===== src/hw/rtl/bpf_pkg.sv =====
`timescale 1ns / 1ps
// ----------------------------------------------------------------------------
// bpf_pkg
// Shared types, codes and midpoint helpers for the path flattener.
// ----------------------------------------------------------------------------
package bpf_pkg;

    localparam int CW            = 32;
    localparam int LIM_W         = 31;
    localparam int TOL_W         = 16;
    localparam int LVL_W         = 3;  // holds any split depth up to six
    localparam int CFG_IDX_W     = 2;
    localparam int MAX_DEPTH_DEF = 6;
    localparam int QUEUE_DEPTH   = 2;

    localparam logic [1:0] OP_MOVE  = 2'd0;
    localparam logic [1:0] OP_LINE  = 2'd1;
    localparam logic [1:0] OP_QUAD  = 2'd2;
    localparam logic [1:0] OP_CUBIC = 2'd3;

    localparam logic KIND_MOVE = 1'b0;
    localparam logic KIND_LINE = 1'b1;

    localparam logic [CFG_IDX_W-1:0] REG_QUAD_LIM  = 2'd0;
    localparam logic [CFG_IDX_W-1:0] REG_CUBIC_LIM = 2'd1;
    localparam logic [CFG_IDX_W-1:0] REG_ZERO_TOL  = 2'd2;

    localparam logic [LIM_W-1:0] QUAD_LIM_RST  = 31'd655;
    localparam logic [LIM_W-1:0] CUBIC_LIM_RST = 31'd32768;
    localparam logic [TOL_W-1:0] ZERO_TOL_RST  = 16'd16;

    typedef logic signed [CW-1:0] coord_t;

    typedef struct packed {
        coord_t x;
        coord_t y;
    } bpf_pt_t;

    typedef struct packed {
        logic [1:0]       op;
        bpf_pt_t          p0;
        bpf_pt_t          p1;
        bpf_pt_t          p2;
        bpf_pt_t          p3;
        logic [LVL_W-1:0] level;
    } bpf_cmd_t;

    typedef struct packed {
        logic full;
        logic empty;
    } bpf_q_stat_t;

    // floor((a+b)/2)
    function automatic coord_t avg2(coord_t a, coord_t b);
        logic signed [CW:0] s;
        s = (CW+1)'(a) + (CW+1)'(b);
        return s[CW:1];
    endfunction

    // floor((a+2b+c)/4)
    function automatic coord_t avg4(coord_t a, coord_t b, coord_t c);
        logic signed [CW+1:0] s;
        s = (CW+2)'(a) + ((CW+2)'(b) <<< 1) + (CW+2)'(c);
        return s[CW+1:2];
    endfunction

    // floor((a+3b+3c+d)/8)
    function automatic coord_t avg8(coord_t a, coord_t b, coord_t c, coord_t d);
        logic signed [CW+2:0] s;
        s = (CW+3)'(a) + 3 * (CW+3)'(b) + 3 * (CW+3)'(c) + (CW+3)'(d);
        return s[CW+2:3];
    endfunction

    function automatic bpf_pt_t pavg2(bpf_pt_t a, bpf_pt_t b);
        bpf_pt_t r;
        r.x = avg2(a.x, b.x);
        r.y = avg2(a.y, b.y);
        return r;
    endfunction

    function automatic bpf_pt_t pavg4(bpf_pt_t a, bpf_pt_t b, bpf_pt_t c);
        bpf_pt_t r;
        r.x = avg4(a.x, b.x, c.x);
        r.y = avg4(a.y, b.y, c.y);
        return r;
    endfunction

    function automatic bpf_pt_t pavg8(bpf_pt_t a, bpf_pt_t b, bpf_pt_t c, bpf_pt_t d);
        bpf_pt_t r;
        r.x = avg8(a.x, b.x, c.x, d.x);
        r.y = avg8(a.y, b.y, c.y, d.y);
        return r;
    endfunction

endpackage


===== src/hw/rtl/bpf_queue.sv =====
`timescale 1ns / 1ps
// ----------------------------------------------------------------------------
// bpf_queue
// Short command queue between the front and the subdivision engine.
// ----------------------------------------------------------------------------
module bpf_queue (
    input  logic              clk,
    input  logic              rst_n,
    input  logic              push,
    input  bpf_pkg::bpf_cmd_t push_cmd,
    input  logic              pop,
    output bpf_pkg::bpf_cmd_t pop_cmd,
    output bpf_pkg::bpf_q_stat_t stat
);
    import bpf_pkg::*;

    localparam int AW = $clog2(QUEUE_DEPTH);

    bpf_cmd_t      mem [QUEUE_DEPTH];
    logic [AW-1:0] wr_reg, rd_reg;
    logic [AW:0]   cnt_reg;

    assign stat.full  = (cnt_reg == (AW+1)'(QUEUE_DEPTH));
    assign stat.empty = (cnt_reg == '0);
    assign pop_cmd    = mem[rd_reg];

    always_ff @(posedge clk)
    begin
        if (push)
            mem[wr_reg] <= push_cmd;
    end

    always_ff @(posedge clk or negedge rst_n)
    begin
        if (!rst_n)
        begin
            wr_reg  <= '0;
            rd_reg  <= '0;
            cnt_reg <= '0;
        end
        else
        begin
            if (push)
                wr_reg <= wr_reg + 1'b1;
            if (pop)
                rd_reg <= rd_reg + 1'b1;
            cnt_reg <= cnt_reg + (AW+1)'(push) - (AW+1)'(pop);
        end
    end

endmodule


===== config.mk =====
export PLATFORM = sky130hd
export DESIGN_NAME = bpf_queue
export DESIGN_NICKNAME = d
export VERILOG_FILES = /design/src/hw/rtl/bpf_pkg.sv /design/src/hw/rtl/bpf_queue.sv
export SDC_FILE = /design/constraint.sdc
export NUM_CORES = 1
export LEC_CHECK = 0
export BUFFER_PORTS_ARGS = -buffer_cell sky130_fd_sc_hd__buf_2
export CELL_PAD_IN_SITES_DETAIL_PLACEMENT = 0
export CELL_PAD_IN_SITES_GLOBAL_PLACEMENT = 1
export CORE_MARGIN = 1.5
export CORE_UTILIZATION = 48
export CTS_CLUSTER_SIZE = 20
export DETAILED_ROUTE_END_ITERATION = 16
export PLACE_DENSITY = 0.94
export SYNTH_ARGS = -nofsm -noshare
export SYNTH_HDL_FRONTEND = slang
export SYNTH_SLANG_ARGS = --single-unit

===== constraint.sdc =====
create_clock -name clk -period 25.4 [get_ports clk]
set_input_delay 3.81 -clock clk [delete_from_list [all_inputs] [get_ports clk]]
set_output_delay 3.81 -clock clk [all_outputs]
set_load 0.02 [all_outputs]

==> summary by stage <==
Outcome
The flow ran to the end, and the final reports show no timing, DRC or antenna violations.

GRT
The global-route wire length before repair is 58050 um. The residual overflow from global routing is 0. The via count of the first global-routing pass was 10180. The number of antenna violations at the first check in global routing is 11. Entering global routing, the biggest net connects ~180 pins. The total global-route track usage is 0.1850.

Floorplanning
The core region area is 40740 um2. For this configuration, the core starts out at a cell density of 0.4851. The height of the chip is 205.9 um. The I/O pin total is 528.

The die boundary width is 205.9 um. The number of rows in the core area is 74. The die covers 42400 um2.

Placement
The final HPWL from detailed placement is approximately 28000 um. The final estimated routing congestion in global placement is 0.7813. The port buffer count is 527. The number of placed instances with taps included is 1866.

Timing
After routing, the total negative slack on setup checks comes to 0 ns. The relative max-transition margin is 0.2665. Setup repair after global routing left no endpoint under its margin. The clock period could shrink to approximately 7.6 ns. Dividing the final minimum period by the clock period gives 0.3010. The highest clock frequency the design can meet is 0.1308 GHz. The transition at the pin with the smallest max-transition slack is roughly 1.1 ns. The final setup skew is 0.02115 ns.

The count of endpoints failing hold in the final timing report is 0. The number of slew-limit violations in the final report is 0. Setup violations remaining at the end of the flow were counted as 0. The worst hold-check slack is 0.5548 ns.

Final layout
Leaving out fill and tap cells, the most frequent cell in the layout is sky130_fd_sc_hd__buf_2. Leaving out fill and tap cells, the most frequent cells in the layout are sky130_fd_sc_hd__buf_2 (527), sky130_fd_sc_hd__edfxtp_1 (522), sky130_fd_sc_hd__mux2_4 (180), sky130_fd_sc_hd__mux2_2 (81), sky130_fd_sc_hd__clkbuf_16 (55). The fraction of layout instances using a drive strength above 1 is 0.6119. The register with the most flip-flops in the layout has roughly 520 of them. Once layout is complete, the cells apart from fillers number 1969. The number of inserted filler cells in the final layout is 2934. The synthesis-to-layout area growth is 24.36%. In the final design database the tool counted approximately 1700 nets.

Routing
The average vias per placed instance is between 5 and 6. The number of optimization iterations in the first detailed-route pass is 4. In this run, the number of DRC markers left after iteration 0 of detailed routing was 499. The total via count after detailed routing is approximately 9900.

Summed over all layers, the routed wires come to 40970 um. The number of nets with antenna violations after detailed routing is 0. The post-detailed-route DRC marker count is 0. The routed wirelength normalized by instance count is approximately 21 um.

Logic synthesis
The count of synthesis-stage warnings from yosys is 0. The number of instances in the synthesized netlist is around 830. The fraction of the yosys area taken by sequential cells is 0.7982. The total standard cell area after synthesis is approximately 20000 um2. The synthesized design contains 526 register bits. In the post-synthesis netlist, the biggest area contributors are sky130_fd_sc_hd__edfxtp_1 (79%), sky130_fd_sc_hd__mux2_4 (14%), sky130_fd_sc_hd__mux2_2 (4.6%). The mean area per synthesized cell is 23.90 um2. The top cell type's share of synthesized area is 0.7932. The largest area contributor in the synthesized netlist is sky130_fd_sc_hd__edfxtp_1. Counting every net in the synthesized netlist gives roughly 1100. The number of library cell types mapped by synthesis is 13.

Worst setup path
At the worst endpoint, the arrival time is 3.83 ns. The worst setup path is launched from a register. The largest fanout on the critical path is 64.

The worst setup path is captured at an output pin. For flop-to-flop paths, the worst setup slack is 22.09 ns. The kind of critical path is register to output pin. STA puts the critical path data required time at between 20 and 25 ns.

Pwr
In this run the static leakage power is 9.738 nW. The total power density per cell area is about 120 nW/um2. The peak supply drop is 0.08706 mV.

CTS
In this run the post-CTS setup repair buffer count came out at 0. For the worst-skew pair, the clock arrives at the later sink with an insertion delay of slightly below 0.6 ns. For this design, the CTS-stage hold fixing added 0 buffers. Buffers inserted during clock tree synthesis total 53. After clock tree synthesis, the clock-pin slew on the worst setup and hold paths is 0.06 ns. The number of gates resized after CTS is 0. Clock tree synthesis found a total of 526 sinks. The clock tree from TritonCTS is done. Clock tree synthesis selected as its root buffer the cell sky130_fd_sc_hd__clkbuf_16. The clock passes through at most 3 buffers. The CTS H-tree depth is 2.

Run
Max-cap violations in this run came to 0.

Hold path
The min-delay analysis places its worst path in the category register to register.
-- layer usage --
| layer | GRT usage | wire, um | up-vias |
|---|---|---|---|
| met5 | 0 | 25 | - |
| met4 | 0.08954 | 1382 | 4 |
| met3 | 0.05598 | 3371 | 85 |
| met2 | 0.3240 | 21600 | 406 |
| met1 | 0.2055 | 14590 | 4942 |
| li1 | - | - | 4452 |
-- path summary, 6_finish.rpt --
kind | start | to | cells after the start
worst max-delay path | rd_reg | pop_cmd[251] | 4
worst min-delay path | wr_reg | wr_reg | 1
worst max register to register | wr_reg | mem[1][239] | 3
worst min register to register | wr_reg | wr_reg | 1
max in group asynchronous | rst_n | rd_reg | 1
min in group asynchronous | rst_n | rd_reg | 1
-- kinds of logic (layout without fill, tap and decap cells) --
logic type	Yosys count	after routing	share of synthesized area
buf+inv	31	634	0.01437
simple gates	4	4	0.001140
other cells	0	7	0
mux	261	261	0.1829
flops	526	526	0.7982
fa+ha+maj	2	2	0.001266
xor+xnor	3	3	0.002089
-- layout make-up --
cell class	instances	area [um2]	share of cell area
Sequential cell	526	15780	0.6420
Clock inverter	28	250.2	0.01018
Clock buffer	68	1425	0.05799
Timing Repair Buffer	536	2718	0.1106
Antenna cell	7	17.52	0.0007128
Inverter	2	7.507	0.0003055
Tap cell	532	665.6	0.02708
Multi-Input combinational cell	270	3714	0.1511
-- power breakdown --
group	switching [mW]	total, mW	internal (mW)
registers	0.0539	1.21	1.15
clock network	0.314	0.743	0.429
logic	0.561	0.974	0.413
total	0.929	2.93	2.00
-- stage by stage --
step	total power, mW	area (um2)	util	worst slack [ns]
6_report	2.926	24580	0.6033	17.76
5_1_grt	3.045	24580	0.6033	17.56
4_1_cts	2.960	24560	0.6028	17.70
3_5_place_dp	2.208	22880	0.5617	18.38
3_3_place_gp	2.185	22880	0.5617	18.37
2_1_floorplan	1.996	19760	-	9.442
-- cells in the mapped netlist, drive strengths merged --
| cell | instances |
|---|---|
| and2 | 1 |
| buf | 29 |
| dfrtp | 4 |
| edfxtp | 522 |
| ha | 2 |
| inv | 2 |
| mux2 | 261 |
| nor2 | 1 |
| nor2b | 2 |
| xor2 | 2 |
| xor3 | 1 |
-- worst max-delay path, cell delays in order, from the launching register on --
cell,delay (ns)
sky130_fd_sc_hd__dfrtp_4,0.81
sky130_fd_sc_hd__buf_4,0.76
sky130_fd_sc_hd__buf_4,0.92
sky130_fd_sc_hd__mux2_2,0.43
sky130_fd_sc_hd__buf_2,0.17
No activity file was read; power rests on OpenSTA's default activity.
