`src/hw/rtl/bpf_pkg.sv`:
```
`timescale 1ns / 1ps
// ----------------------------------------------------------------------------
// bpf_pkg
// Shared types, codes and midpoint helpers for the path flattener.
// ----------------------------------------------------------------------------
package bpf_pkg;

    localparam int CW            = 32;
    localparam int LIM_W         = 31;
    localparam int TOL_W         = 16;
    localparam int LVL_W         = 3;  // holds any split depth up to six
    localparam int CFG_IDX_W     = 2;
    localparam int MAX_DEPTH_DEF = 6;
    localparam int QUEUE_DEPTH   = 2;

    localparam logic [1:0] OP_MOVE  = 2'd0;
    localparam logic [1:0] OP_LINE  = 2'd1;
    localparam logic [1:0] OP_QUAD  = 2'd2;
    localparam logic [1:0] OP_CUBIC = 2'd3;

    localparam logic KIND_MOVE = 1'b0;
    localparam logic KIND_LINE = 1'b1;

    localparam logic [CFG_IDX_W-1:0] REG_QUAD_LIM  = 2'd0;
    localparam logic [CFG_IDX_W-1:0] REG_CUBIC_LIM = 2'd1;
    localparam logic [CFG_IDX_W-1:0] REG_ZERO_TOL  = 2'd2;

    localparam logic [LIM_W-1:0] QUAD_LIM_RST  = 31'd655;
    localparam logic [LIM_W-1:0] CUBIC_LIM_RST = 31'd32768;
    localparam logic [TOL_W-1:0] ZERO_TOL_RST  = 16'd16;

    typedef logic signed [CW-1:0] coord_t;

    typedef struct packed {
        coord_t x;
        coord_t y;
    } bpf_pt_t;

    typedef struct packed {
        logic [1:0]       op;
        bpf_pt_t          p0;
        bpf_pt_t          p1;
        bpf_pt_t          p2;
        bpf_pt_t          p3;
        logic [LVL_W-1:0] level;
    } bpf_cmd_t;

    typedef struct packed {
        logic full;
        logic empty;
    } bpf_q_stat_t;

    // floor((a+b)/2)
    function automatic coord_t avg2(coord_t a, coord_t b);
        logic signed [CW:0] s;
        s = (CW+1)'(a) + (CW+1)'(b);
        return s[CW:1];
    endfunction

    // floor((a+2b+c)/4)
    function automatic coord_t avg4(coord_t a, coord_t b, coord_t c);
        logic signed [CW+1:0] s;
        s = (CW+2)'(a) + ((CW+2)'(b) <<< 1) + (CW+2)'(c);
        return s[CW+1:2];
    endfunction

    // floor((a+3b+3c+d)/8)
    function automatic coord_t avg8(coord_t a, coord_t b, coord_t c, coord_t d);
        logic signed [CW+2:0] s;
        s = (CW+3)'(a) + 3 * (CW+3)'(b) + 3 * (CW+3)'(c) + (CW+3)'(d);
        return s[CW+2:3];
    endfunction

    function automatic bpf_pt_t pavg2(bpf_pt_t a, bpf_pt_t b);
        bpf_pt_t r;
        r.x = avg2(a.x, b.x);
        r.y = avg2(a.y, b.y);
        return r;
    endfunction

    function automatic bpf_pt_t pavg4(bpf_pt_t a, bpf_pt_t b, bpf_pt_t c);
        bpf_pt_t r;
        r.x = avg4(a.x, b.x, c.x);
        r.y = avg4(a.y, b.y, c.y);
        return r;
    endfunction

    function automatic bpf_pt_t pavg8(bpf_pt_t a, bpf_pt_t b, bpf_pt_t c, bpf_pt_t d);
        bpf_pt_t r;
        r.x = avg8(a.x, b.x, c.x, d.x);
        r.y = avg8(a.y, b.y, c.y, d.y);
        return r;
    endfunction

endpackage

```
`src/hw/rtl/bpf_if.sv`:
```
`timescale 1ns / 1ps
// ----------------------------------------------------------------------------
// bpf_if
// Command and segment channels of the path flattener.
// ----------------------------------------------------------------------------
interface bpf_cmd_if;
    logic        valid;
    logic        ready;
    logic [1:0]  op;
    logic [31:0] pt0_x;
    logic [31:0] pt0_y;
    logic [31:0] pt1_x;
    logic [31:0] pt1_y;
    logic [31:0] pt2_x;
    logic [31:0] pt2_y;
    logic [31:0] pt3_x;
    logic [31:0] pt3_y;

    modport source (output valid, op, pt0_x, pt0_y, pt1_x, pt1_y, pt2_x, pt2_y,
                    pt3_x, pt3_y, input ready);
    modport sink   (input valid, op, pt0_x, pt0_y, pt1_x, pt1_y, pt2_x, pt2_y,
                    pt3_x, pt3_y, output ready);
endinterface


```
`src/hw/rtl/bpf_front.sv`:
```
`timescale 1ns / 1ps
// ----------------------------------------------------------------------------
// bpf_front
// Accepts commands and works out the uniform split level of quadratics.
// ----------------------------------------------------------------------------
module bpf_front #(
    parameter int MAX_DEPTH = bpf_pkg::MAX_DEPTH_DEF
) (
    input  logic                      clk,
    input  logic                      rst_n,
    bpf_cmd_if.sink                   cmd,
    input  logic [bpf_pkg::LIM_W-1:0] quad_lim,
    input  logic [bpf_pkg::TOL_W-1:0] zero_tol,
    output bpf_pkg::bpf_cmd_t         push_cmd,
    output logic                      push,
    input  logic                      q_full
);
    import bpf_pkg::*;

    localparam int DW = CW + 1;

    logic             hold_reg, hold_next;
    logic             phase_reg, phase_next;
    bpf_cmd_t         item_reg;
    logic [DW-1:0]    dev_reg;
    logic [DW-1:0]    dev_next;
    logic [LVL_W-1:0] level;

    assign cmd.ready = !hold_reg;

    // Deviation: |p0 + p2 - 2*p1| per axis, with the near-zero axis dropped
    function automatic logic [DW-1:0] qdev(coord_t a, coord_t b, coord_t c);
        logic signed [DW:0] s;
        s = (DW+1)'(a) + (DW+1)'(c) - ((DW+1)'(b) <<< 1);
        return s[DW] ? DW'(-s) : DW'(s);
    endfunction

    always_comb
    begin
        logic [DW-1:0] dx;
        logic [DW-1:0] dy;
        dx = qdev(item_reg.p0.x, item_reg.p1.x, item_reg.p2.x);
        dy = qdev(item_reg.p0.y, item_reg.p1.y, item_reg.p2.y);
        if (dx <= DW'(zero_tol))
            dev_next = dy;
        else if (dy <= DW'(zero_tol))
            dev_next = dx;
        else
            dev_next = (dx < dy) ? dx : dy;
    end

    // Level: zero below the limit, else the first k with dev >> 2k at or below it, capped
    always_comb
    begin
        level = LVL_W'(MAX_DEPTH);
        for (int k = MAX_DEPTH; k >= 1; k--)
        begin
            if ((dev_reg >> (2 * k)) <= DW'(quad_lim))
                level = LVL_W'(k);
        end
        if (dev_reg < DW'(quad_lim))
            level = '0;
    end

    always_comb
    begin
        push_cmd       = item_reg;
        push_cmd.level = (item_reg.op == OP_QUAD) ? level : '0;
        push           = hold_reg && phase_reg && !q_full;
        hold_next      = hold_reg;
        phase_next     = phase_reg;
        if (!hold_reg && cmd.valid)
        begin
            hold_next  = 1'b1;
            phase_next = 1'b0;
        end
        else if (hold_reg && !phase_reg)
            phase_next = 1'b1;
        else if (push)
            hold_next = 1'b0;
    end

    always_ff @(posedge clk or negedge rst_n)
    begin
        if (!rst_n)
        begin
            hold_reg  <= 1'b0;
            phase_reg <= 1'b0;
        end
        else
        begin
            hold_reg  <= hold_next;
            phase_reg <= phase_next;
        end
    end

    // Payload and deviation capture
    always_ff @(posedge clk)
    begin
        if (!hold_reg && cmd.valid)
        begin
            item_reg.op   <= cmd.op;
            item_reg.p0   <= {cmd.pt0_x, cmd.pt0_y};
            item_reg.p1   <= {cmd.pt1_x, cmd.pt1_y};
            item_reg.p2   <= {cmd.pt2_x, cmd.pt2_y};
            item_reg.p3   <= {cmd.pt3_x, cmd.pt3_y};
            item_reg.level <= '0;
        end
        if (hold_reg && !phase_reg)
            dev_reg <= dev_next;
    end

endmodule

```
`src/flat_wrapper.sv`:
```
// flat-port wrapper written by rule: the top's interface ports become plain ports
module bpf_front_flat import bpf_pkg::*;
#(
    parameter int MAX_DEPTH = bpf_pkg::MAX_DEPTH_DEF
)
  (clk, rst_n, quad_lim, zero_tol, push_cmd, push, q_full, cmd_valid, cmd_op, cmd_pt0_x, cmd_pt0_y, cmd_pt1_x, cmd_pt1_y, cmd_pt2_x, cmd_pt2_y, cmd_pt3_x, cmd_pt3_y, cmd_ready);
  bpf_cmd_if cmd_i ();
  input  logic clk;
  input  logic rst_n;
  input  logic [bpf_pkg::LIM_W-1:0] quad_lim;
  input  logic [bpf_pkg::TOL_W-1:0] zero_tol;
  output bpf_pkg::bpf_cmd_t push_cmd;
  output logic push;
  input  logic q_full;
  input wire logic [$bits(cmd_i.valid)-1:0] cmd_valid;
  input wire logic [$bits(cmd_i.op)-1:0] cmd_op;
  input wire logic [$bits(cmd_i.pt0_x)-1:0] cmd_pt0_x;
  input wire logic [$bits(cmd_i.pt0_y)-1:0] cmd_pt0_y;
  input wire logic [$bits(cmd_i.pt1_x)-1:0] cmd_pt1_x;
  input wire logic [$bits(cmd_i.pt1_y)-1:0] cmd_pt1_y;
  input wire logic [$bits(cmd_i.pt2_x)-1:0] cmd_pt2_x;
  input wire logic [$bits(cmd_i.pt2_y)-1:0] cmd_pt2_y;
  input wire logic [$bits(cmd_i.pt3_x)-1:0] cmd_pt3_x;
  input wire logic [$bits(cmd_i.pt3_y)-1:0] cmd_pt3_y;
  output wire logic [$bits(cmd_i.ready)-1:0] cmd_ready;
  assign cmd_i.valid = cmd_valid;
  assign cmd_i.op = cmd_op;
  assign cmd_i.pt0_x = cmd_pt0_x;
  assign cmd_i.pt0_y = cmd_pt0_y;
  assign cmd_i.pt1_x = cmd_pt1_x;
  assign cmd_i.pt1_y = cmd_pt1_y;
  assign cmd_i.pt2_x = cmd_pt2_x;
  assign cmd_i.pt2_y = cmd_pt2_y;
  assign cmd_i.pt3_x = cmd_pt3_x;
  assign cmd_i.pt3_y = cmd_pt3_y;
  assign cmd_ready = cmd_i.ready;
  bpf_front #(.MAX_DEPTH(MAX_DEPTH)) u_core (.clk(clk), .rst_n(rst_n), .cmd(cmd_i), .quad_lim(quad_lim), .zero_tol(zero_tol), .push_cmd(push_cmd), .push(push), .q_full(q_full));
endmodule
```
`config.mk`:
```
export PLATFORM = sky130hd
export DESIGN_NAME = bpf_front_flat
export DESIGN_NICKNAME = d
export VERILOG_FILES = /design/src/hw/rtl/bpf_pkg.sv /design/src/hw/rtl/bpf_if.sv /design/src/hw/rtl/bpf_front.sv /design/src/flat_wrapper.sv
export SDC_FILE = /design/constraint.sdc
export NUM_CORES = 1
export LEC_CHECK = 0
export BUFFER_PORTS_ARGS = -buffer_cell sky130_fd_sc_hd__clkbuf_2
export CORE_AREA = 2 2 224 226
export CTS_BUF_LIST = sky130_fd_sc_hd__clkbuf_4 sky130_fd_sc_hd__clkbuf_8
export DETAILED_ROUTE_END_ITERATION = 16
export DIE_AREA = 0 0 226 228
export PLACE_DENSITY = 0.85
export SYNTH_ARGS = -nofsm -noshare
export SYNTH_HDL_FRONTEND = slang
export SYNTH_SLANG_ARGS = --single-unit
```
`constraint.sdc`:
```
create_clock -name clk -period 11.71 [get_ports clk]
set_clock_uncertainty 0.15 [all_clocks]
set_input_delay 2.342 -clock clk [delete_from_list [all_inputs] [get_ports clk]]
set_output_delay 2.342 -clock clk [all_outputs]
set_load 0.01 [all_outputs]
```
==> summary.log <==
qor: run_status.outcome complete, no violations
qor: sta.achievable-frequency 123 MHz
qor: floorplanning.core 49300 µm²
qor: setup_path.worst_setup_path_end_kind flop
qor: synthesis.yosys.area_share.adder 21.4%
qor: global_routing.grt_start_max_net_pins 164
qor: setup_path.timing.critical_path.mode_cell sky130_fd_sc_hd__nand2_1
qor: cells_and_area.most-common-layout-cells sky130_fd_sc_hd__clkbuf_2 (571), sky130_fd_sc_hd__inv_1 (354), sky130_fd_sc_hd__ha_1 (297)
qor: cells_and_area.flip_flop_count_of_the_largest_register_all_copies_and_words_added 258
qor: cts.clk_pin_slew 0.07 ns
qor: drt.drt.antenna.violating_nets 0
qor: floorplanning.chipHeight 228 µm
qor: synthesis.sequential_area_share_after_synthesis 37.6%
qor: place.dp.cells 3491
qor: setup_path.critPathMaxFanout 30
qor: synthesis.post_synth_inst_count 2285
qor: drt.route.detailed.drc 0
qor: place.dp_worst_setup_slack 3.67 ns
qor: synthesis.synth-seq-cells 293
qor: synthesis.dominant_combinational_cell_family_by_area_after_synthesis adder cells
qor: cells_and_area.layout.cells.most_common sky130_fd_sc_hd__clkbuf_2
qor: setup_path.worst-r2r-setup-slack 3.56 ns
qor: synthesis.synth.distinct_cells 89
qor: power.p_leak 13.2 nW
qor: global_routing.vias_in_the_first_global_route 19800
qor: cts.cts-root-to-sink-buffers 3
qor: synthesis.dominantRegCellSynth sky130_fd_sc_hd__edfxtp_1
qor: sta.setup_total_negative_slack 0 ns
qor: cts.cts_tree built
qor: cells_and_area.sequential_cell_area 8790 µm²
qor: global_routing.antenna_violations_before_repair 1
qor: place.place_congestion 0.931
qor: synthesis.syn_area_per_cell 10.2 µm²
qor: setup_path.required 11.95 ns
qor: min_path.holdPathStages 1
qor: power.power_density 289 nW/µm²
qor: setup_path.slowest_stage sky130_fd_sc_hd__nor4_4
qor: synthesis.synth.largest_area_cell sky130_fd_sc_hd__edfxtp_1
qor: sta.final_critical_path_setup_slack 3.56 ns
qor: min_path.min_to u_core.phase_reg
qor: setup_path.rr_startpoint u_core.push_cmd[135]
qor: sta.max_slew.worst_pin.slew 1.01 ns
qor: drt.postRouteWirelength 68400 µm
qor: cts.number_of_buffers_created_by_cts 50
qor: sta.report.final.setup_viol 0
qor: setup_path.startpoint_type flop
qor: sta.period_needed 8.15 ns
qor: synthesis.synth_edf_count 291
qor: cells_and_area.layout-area-overhead-vs-synth 19.6%
qor: sta.finalMaxSlewViolations 0
qor: floorplanning.die_w 226 µm
qor: cts.clock_sink_count 293
qor: synthesis.synth_compound_area_share 16.4%
qor: cells_and_area.fin_nets 3541
qor: global_routing.global_route_wire_length_before_repair 106000 µm
qor: floorplanning.fp.dieArea 51500 µm²
qor: cts.ctsHtreeMaxLevel 2
qor: cts.post_cts.resized_instances 0
qor: synthesis.synth.area.mux_share 1.91%
qor: min_path.hp-class flop to flop
qor: sta.layout_worst_path_cycle_share 69.6%
qor: synthesis.netlist_top_cells_area sky130_fd_sc_hd__edfxtp_1 (37%), sky130_fd_sc_hd__ha_1 (16%), sky130_fd_sc_hd__inv_1 (5.7%)
qor: setup_path.cp.arrival 8.39 ns
qor: synthesis.synth_top_area_share 37.4%
qor: cts.clockRootBuffer sky130_fd_sc_hd__clkbuf_8
qor: drt.drt-wirelength-per-cell 19.1 µm
qor: drt.initialDrtViolationCount 1600
qor: setup_path.timing_worst_setup_path_type flop to flop
qor: global_routing.global_route_congestion_overflow_total 0
qor: drt.drt_pass1_iterations 6
qor: drt.vias_per_cell 5.60
qor: setup_path.number_of_cell_instances_on_the_worst_register_to_register_path 25
qor: synthesis.async_flop_share 0.683%
qor: min_path.hold_path_startpoint u_core.phase_reg
qor: sta.max_slew_margin 33.0%
qor: cts.ctsHoldBuffers 0
qor: cells_and_area.stdcell_area 27900 µm²
qor: sta.hold_viol_final 0
qor: place.dp_hpwl 56400 µm
qor: job.max_cap_violations 0
qor: floorplanning.top_level_ports 572
qor: cts.cts.repair_timing.setup_buffer_count 0
qor: cells_and_area.finish.cell_count_without_fillers 3583
qor: synthesis.yosys.area_share.simple 12.3%
qor: cts.clock_latency 0.65 ns
qor: drt.detailed_route_via_count 20100
qor: place.port_buffers 571
qor: synthesis.ys.warnings.count 0
qor: floorplanning.fp-row-count 82
qor: cells_and_area.drive_gt1_share 24.4%
qor: synthesis.netlist_area 23400 µm²
qor: synthesis.post_synth_xor_area_fraction 3.82%
qor: cells_and_area.fillerInstances 4206
qor: place.detailed_place.area 26900 µm²
qor: setup_path.worstReg2RegEnd u_core.dev_reg[1]
qor: sta.grt_setup_unrepaired false
qor: setup_path.cpPeakStageDelay 0.61 ns
qor: floorplanning.initial_core_util 47.3%
qor: synthesis.synthesis.nets 2955
qor: cells_and_area.multiInputGateArea 13100 µm²
qor: global_routing.grt.total_usage 26.2%
qor: power.ir_drop 0.000368 V
qor: cells_and_area.fraction_of_the_core_area_covered_by_cells_at_the_end_of_the_flow 56.6%
==> where the power goes <==
| part | total, mW | internal (mW) | switching [mW] |
|---|---|---|---|
| Clock | 0.929 | 0.485 | 0.444 |
| Sequential | 1.68 | 1.48 | 0.197 |
| Combinational | 5.46 | 2.32 | 3.13 |
| Total | 8.07 | 4.29 | 3.77 |
==> per-stage QoR <==
step                power, mW  hold WS [ns]
floorplan                5.74         0.323
global placement         6.91         0.358
detailed placement       7.07         0.369
CTS                      8.02         0.382
global route             8.74         0.396
finish                   8.07         0.381
==> synthesized netlist by cell type, drive strengths merged, types with 40 or more instances <==
cell,n
inv,354
nor2,92
fa,64
xnor2,58
o21ai,110
ha,297
a21oi,130
nor3,40
a21o,65
o21a,48
nand2,99
edfxtp,291
xor2,44
nand4,63
==> cell type report <==
| type | instances | share of cell area (%) |
|---|---|---|
| multi-input combinational | 1593 | 46.7 |
| timing repair buffer | 579 | 10.5 |
| clock inverter | 24 | 0.605 |
| tap | 672 | 3.01 |
| inverter | 354 | 4.76 |
| antenna | 1 | 0.00896 |
| clock buffer | 67 | 2.94 |
| sequential | 293 | 31.5 |
==> metal layers <==
metal	track usage (%)	vias to the layer above	routed length (µm)
met5	0	-	0
met4	8.86	0	2090
met3	4.50	144	4750
met2	43.9	798	32800
met1	34.2	9585	28800
li1	-	9550	-
==> kinds of logic after synthesis <==
kind of cell / count (synthesis)
flops: 293
mux: 36
compound gates: 566
simple gates: 528
xor+xnor: 102
buf+inv: 399
fa+ha+maj: 361
==> critical path, delay by kind of cell (launching register included) <==
family / cells / cell delay [ns]
adder cells (fa/ha/maj): 3 / 1.25
AND/OR/NAND/NOR: 9 / 3.02
AO/OA/AOI/OAI: 8 / 1.89
multiplexers: 1 / 0.35
flip-flops: 1 / 0.42
XOR/XNOR: 1 / 0.17
buffers and inverters: 3 / 0.63
==> worst max path at each step <==
| stage | startpoint | slack (ns) | end |
|---|---|---|---|
| 2_1_floorplan | cmd_valid | 1.99 | u_core.push_cmd[100] |
| 6_report | u_core.push_cmd[135] | 3.56 | u_core.dev_reg[1] |
| 3_5_place_dp | u_core.push_cmd[101] | 3.67 | u_core.dev_reg[1] |
| 5_1_grt | u_core.push_cmd[101] | 2.99 | u_core.dev_reg[4] |
| 3_3_place_gp | quad_lim[1] | 3.74 | push_cmd[2] |
| 4_1_cts | u_core.push_cmd[101] | 3.64 | u_core.dev_reg[1] |
No activity file was read; power rests on OpenSTA's default activity.
